===== src/rtl/bfsa_ram.sv =====
// Generic RAM with one write port and one read port, registered read.
// Depends on nothing.
`default_nettype none
module bfsa_ram #(
    parameter int WIDTH = 8,
    parameter int DEPTH = 4
) (
    input  wire logic                     i_clk,
    input  wire logic                     i_we,
    input  wire logic [$clog2(DEPTH)-1:0] i_waddr,
    input  wire logic [WIDTH-1:0]         i_wdata,
    input  wire logic [$clog2(DEPTH)-1:0] i_raddr,
    output logic      [WIDTH-1:0]         o_rdata
);
    logic [WIDTH-1:0] r_mem [DEPTH];

    always_ff @(posedge i_clk) begin
        if (i_we) begin
            r_mem[i_waddr] <= i_wdata;
        end
        o_rdata <= r_mem[i_raddr];
    end
endmodule
`default_nettype wire


===== config.mk =====
export PLATFORM = sky130hd
export DESIGN_NAME = bfsa_ram
export DESIGN_NICKNAME = d
export VERILOG_FILES = /design/src/rtl/bfsa_ram.sv
export SDC_FILE = /design/constraint.sdc
export NUM_CORES = 1
export LEC_CHECK = 0
export BUFFER_PORTS_ARGS = -buffer_cell sky130_fd_sc_hd__buf_2
export CAP_MARGIN = 20
export CORE_UTILIZATION = 48
export CTS_CLUSTER_SIZE = 40
export DETAILED_ROUTE_END_ITERATION = 8
export GPL_ROUTABILITY_DRIVEN = 0
export MAX_ROUTING_LAYER = met4
export PLACE_DENSITY = 0.82
export SLEW_MARGIN = 20
export SYNTH_ARGS = -nofsm -noshare
export SYNTH_HDL_FRONTEND = slang
export SYNTH_SLANG_ARGS = --single-unit

===== constraint.sdc =====
create_clock -name i_clk -period 1.2 [get_ports i_clk]
set_input_delay 0.12 -clock i_clk [delete_from_list [all_inputs] [get_ports i_clk]]
set_output_delay 0.12 -clock i_clk [all_outputs]
set_load 0.05 [all_outputs]

== Word level (Yosys, flattened, before mapping) ==
Memories as Yosys holds them, arrays and structs flattened. A register that Yosys moved wholly into a read port is not among the register bits.
Index checks and enable logic that the tools add are counted.

* Bits in writable memories: 32
* Bits of input ports: 14
* Flip-flop bits (word level): 0
* Output and inout port bits: 8
* Word-level logic and storage cells: 3
* Memories kept: 1

{| class="wikitable"
|+ Memory list
! memory !! depth !! width !! rd ports !! clocked after Yosys merged registers in !! wr ports !! line !! source
|-
| r_mem || 4 || 8 || 1 || 1 || 1 || 15 || <nowiki>logic [WIDTH-1:0] r_mem [DEPTH];</nowiki>
|}

* Multiplexer cells: 2

{| class="wikitable"
|+ Operator list
! cell !! number
|-
| 1-bit two-way mux || 2
|}

== Depth between registers and ports, before layout ==
Gate-level depths: netlist of run 1.

* Depth in word-level cells: 2
* Depth in mapped cells: 2
* Mapped depth without buffers: 1

== Worst setup path after synthesis of run 1 ==
No wires, ideal clock.

* Path kind: input to register
* Start point: input i_waddr[0]
* End point: memory r_mem[0][0] (enable)
* Data required time: 815 ps
* Slack: 16 ps
* Library setup time: 385 ps
* Arrival: 799 ps
* Buffers on the path: 0
* Stages on the path: 1
* Cell sequence: nor3b_1

{| class="wikitable"
|+ RTL lines
! item !! line !! source
|-
| start, declared || 10 || <nowiki>input wire logic [$clog2(DEPTH)-1:0] i_waddr,</nowiki>
|-
| end, declared || 15 ||
|}

No word-level cell before the write port.

== Final worst setup path of run 1 ==
* Start point: register o_rdata[3], read port of r_mem
* End point: output o_rdata[3]

{| class="wikitable"
|+ RTL lines
! item !! line !! source
|-
| start, declared || 13 || <nowiki>output logic [WIDTH-1:0] o_rdata</nowiki>
|}

No word-level cell between the ends.

==> results of run 1 <==
## Yosys cell counts, drive strengths merged
library cell	count
and3b	2
dfxtp	8
clkbuf	1
and3	1
buf	1
mux4	8
edfxtp	32
nor3b	1
## kinds of logic after synthesis
family,after synthesis,share of synthesized area
flops,40,0.8312
mux,8,0.1336
simple gates,4,0.02320
buf+inv,2,0.01206
## final timing paths
check	endpoint	slack (ns)	cells past startpoint
max reg2reg	o_rdata[0]$_DFF_P_	0.22	1
max	o_rdata[3]	0.15	1
min	o_rdata[6]$_DFF_P_	0.20	2
min reg2reg	o_rdata[5]$_DFF_P_	0.55	1
## sequential cells by signal, summed over array words and instances, names as in the netlist
name and flops:
o_rdata 8, r_mem 32
## through the flow
| stage | std cells | hold slack [ns] | instance area, µm² | setup slack [ns] | power [mW] |
|---|---|---|---|---|---|
| CTS | 121 | 0.1946 | 1620 | 0.1438 | 2.487 |
| detailed placement | 105 | 0.3349 | 1490 | 0.1002 | 1.866 |
| global placement | 105 | 0.3302 | 1490 | 0.1396 | 1.855 |
| finish | 121 | 0.1979 | 1620 | 0.1501 | 2.470 |
| floorplan | 54 | 0.2189 | 1349 | 0.01593 | 1.792 |
| global route | 121 | 0.1926 | 1620 | 0.1101 | 2.570 |
## routing by layer
| layer | wire length, µm | up-vias | global-route usage |
|---|---|---|---|
| met5 | 0 | - | - |
| met1 | 652 | 315 | 0.1361 |
| li1 | - | 295 | - |
| met4 | 27 | 0 | 0.07500 |
| met3 | 92 | 4 | 0.06557 |
| met2 | 1134 | 20 | 0.2932 |
## final cells by class
type,count,area [µm²]
Sequential cell,40,1121
Clock inverter,1,5.005
Fill cell,202,947.2
Tap cell,30,37.54
Clock buffer,7,45.04
Multi-Input combinational cell,12,211.5
Timing Repair Buffer,31,200.2
## power groups by stage
stage               logic [mW]  clock network, mW  registers (mW)
global placement         0.231                  0            1.62
floorplan               0.0715                  0            1.72
finish                   0.255              0.618            1.60
CTS                      0.257              0.633            1.60
detailed placement       0.237                  0            1.63
global route             0.271              0.695            1.60
==> results.tsv, run 1 <==
metric	value	unit
outcome	finished, final reports clean	
worst_pin_slew	0.4453	ns
drv_cap	0	
slew_headroom	0.7032	
drtIter0Drc	7	
slowest_delay	0.34	ns
worstSetupEndpointType	primary output	
finClkSkew	0.01063	ns
grt_pass1_wl	2863	µm
critPathKind	flop to primary output	
antenna_cells	0	
ir_drop	993.1	µV
grt_max_degree	13	
period_needed	1.050	ns
rows	18	
final_max_slew_viol_count	0	
p_seq_frac	0.646	
yosysSeqAreaShare	0.8312	
slowest_stage	dfxtp_1	
hold_viol	0	
power.switching	566.8	µW
cts_hold_buf	8	
synth_area	1349	µm²
coreArea	2567	µm²
fp.dieW	55.01	µm
final_common_cell	edfxtp_1	
setup_viol_count_final	0	
ys_warn_count	0	
cp_top_family	flip-flops	
crit_chain	buf_2	
worstSkewPairLatency	0.33	ns
syn-num-nets	68	
crit_buf_inv	1	
rsz0062_at_grt	false	
critPathMaxFanout	1	
dieHeight	55.01	µm
p_clk_frac	0.250	
nNetsFinal	104	
track_usage	0.1592	
ant_nets	0	
fin_tns_setup	0	ns
port_buffers	21	
postCtsSetupBuffers	0	
path_clk_slew	0.11	ns
min_path_type	primary input to flop	
ys_ff_latch	40	
finalCritPeriodShare	0.8749	
cts.sinks	40	
yosys.area.top_type	edfxtp_1	
layout_common_cells	32 x edfxtp_1, 21 x buf_2, 8 x mux4_2, 8 x dlygate4sd3_1, 8 x dfxtp_1	
start_util	0.5253	
critPathLaunch	o_rdata[3]$_DFF_P_	
htreeDepth	2	
cts_resized	0	
max_freq	952.5	MHz
intPower	1.903	mW
dieArea	3026	µm²
power.leakage	0.5893	nW
syn_avg_cell_area	24.98	µm²
min_from	i_raddr[1]	
layout-drive-gt1-share	0.4066	
comb_power_share	0.103	
cts_tree	built	
antenna_found_initial	0	
vias	634	
cts_buffers	5	
critPathArrivalTime	0.93	ns
syn_to_final_growth	20.13	%
num_io_pins	22	
yosysUniqueCellTypes	8	
root_buffer	clkbuf_4	
critPathLaunchType	flop	
reg2reg_from	r_mem[3][0]$_DFFE_PP_	
grt_pass1_vias	652	
final_core_util	0.6311	
switching_share	0.2295	
cellPowerDensity	1524	nW/µm²
wl_per_cell	15.76	µm
dr.pass1.iters	4	
synthDominantCellAreaShare	0.7124	
gr-total-overflow	0	
clk_path_buf_depth	2	
syn_inst	54	
drc_errors	0	
cp.required	1.08	ns
drt-total-wl	1907	µm
synthTopCellsByArea	edfxtp_1 71%, mux4_2 13%, dfxtp_1 12%	
avgViaCountPerCell	5.240	
Power figures use the tool's default switching activity.
==> run 2, diff against run 1 <==
--- a/config.mk
+++ b/config.mk
@@ -7,6 +7,7 @@
 export LEC_CHECK = 0
 export BUFFER_PORTS_ARGS = -buffer_cell sky130_fd_sc_hd__buf_2
 export CAP_MARGIN = 20
+export CORE_ASPECT_RATIO = 1.5
 export CORE_UTILIZATION = 48
 export CTS_CLUSTER_SIZE = 40
 export DETAILED_ROUTE_END_ITERATION = 8
==> run 2 against run 1 <==
  * Clock-buffer cell count shrank 1
  * Die area grew 0.13%
  * Sequential power is essentially flat
  * First-iteration DRC count grew 110%
  * Utilization shrank 2.8 points
  * Via count shrank 6.6%
  * Sequential share of layout area grew 0.21 points
  * Critical endpoint is now o_rdata[0]
==> results.tsv, run 2 (synthesis results as in run 1) <==
metric	value	unit
grt_pass1_wl	3063	µm
start_util	0.5040	
grt_max_degree	13	
top_regs	r_mem: 32 flops, o_rdata: 8 flops	
clk_path_buf_depth	2	
layout-drive-gt1-share	0.4578	
wl_per_cell	16.16	µm
power.leakage	0.5854	nW
dr.pass1.iters	2	
layout_common_cells	32 x edfxtp_1, 21 x buf_2, 8 x mux4_2, 8 x dfxtp_1, 6 x clkbuf_8	
multi_input_area	211.5	µm²
nNetsFinal	96	
setup_viol_count_final	0	
worstSkewPairLatency	0.29	ns
cts_tree	built	
drv_cap	0	
finClkSkew	0.01066	ns
avgViaCountPerCell	4.933	
whs	0.04353	ns
cellPowerDensity	1818	nW/µm²
worstSetupEndpointType	primary output	
slowest_stage	dfxtp_1	
rows	23	
ir_drop	1067	µV
max_freq	1027	MHz
min_path_type	primary input to flop	
root_buffer	clkbuf_8	
vias	592	
critPathMaxFanout	1	
antenna_cells	0	
fp.dieW	45.28	µm
final_common_cell	edfxtp_1	
fill_cells	213	
critPathLaunchType	flop	
path_clk_slew	0.08	ns
gr-total-overflow	0	
ant_nets	0	
drt-total-wl	1939	µm
cp_top_family	flip-flops	
slowest_delay	0.31	ns
coreArea	2676	µm²
rrSetupSlack	0.23	ns
htreeDepth	2	
slew_headroom	0.7338	
dieArea	3030	µm²
cts_buffers	5	
largest-register	r_mem	
syn_to_final_growth	19.76	%
dieHeight	66.92	µm
antenna_found_initial	0	
largest_reg_flops	32	
num_io_pins	22	
fin_tns_setup	0	ns
crit_buf_inv	1	
outcome	finished, final reports clean	
track_usage	0.1680	
period_needed	0.9739	ns
hold_viol	0	
final_max_slew_viol_count	0	
cp.required	1.08	ns
rsz0062_at_grt	false	
postCtsSetupBuffers	0	
finalCritPeriodShare	0.8116	
drtIter0Drc	15	
drc_errors	0	
cts_hold_buf	0	
cts.sinks	40	
critPathKind	flop to primary output	
area.sequential	1121	µm²
worst_pin_slew	0.3993	ns
cts_resized	0	
port_buffers	21	
grt_pass1_vias	589	
critPathArrivalTime	0.85	ns
crit_chain	buf_2	
run 2: per-layer routing:
metal,share of wire,GRT usage,wire length [µm],vias to the layer above
li1,-,-,-,280
met1,0.39,0.1815,763,292
met4,0.028,0.1023,55,0
met3,0.048,0.08130,93,6
met2,0.53,0.2446,1026,14
met5,0,-,0,-
run 2: path summary, 6_finish.rpt:
path                            cells past startpoint                  start                     to
worst min register to register                      1  r_mem[2][6]$_DFFE_PP_     o_rdata[6]$_DFF_P_
worst max register to register                      1  r_mem[3][3]$_DFFE_PP_     o_rdata[3]$_DFF_P_
worst min-delay path                                1             i_wdata[4]  r_mem[1][4]$_DFFE_PP_
worst max-delay path                                1     o_rdata[0]$_DFF_P_             o_rdata[0]
run 2: power by group:
part | internal, mW | switching (mW) | leakage [nW]
Sequential | 1.58 | 0.0178 | 0.361
Combinational | 0.0788 | 0.157 | 0.165
Clock | 0.669 | 0.434 | 0.0588
run 2: through the flow:
step	std cells	utilization	setup slack, ns	cell area, µm²	power [mW]
2_1_floorplan	54	-	0.01593	1349	1.792
3_3_place_gp	112	0.5601	0.1467	1499	1.855
3_5_place_dp	112	0.5601	0.1137	1499	1.870
4_1_cts	120	0.6036	0.2146	1615	2.959
5_1_grt	120	0.6036	0.1871	1615	3.040
6_report	120	0.6036	0.2261	1615	2.936
run 2: area by class of cell:
cell class / count / share of cell area
clock buffer: 6 / 0.05112
clock inverter: 2 / 0.02091
multi-input combinational: 12 / 0.1309
sequential: 40 / 0.6940
tap: 37 / 0.02866
timing repair buffer: 23 / 0.07436
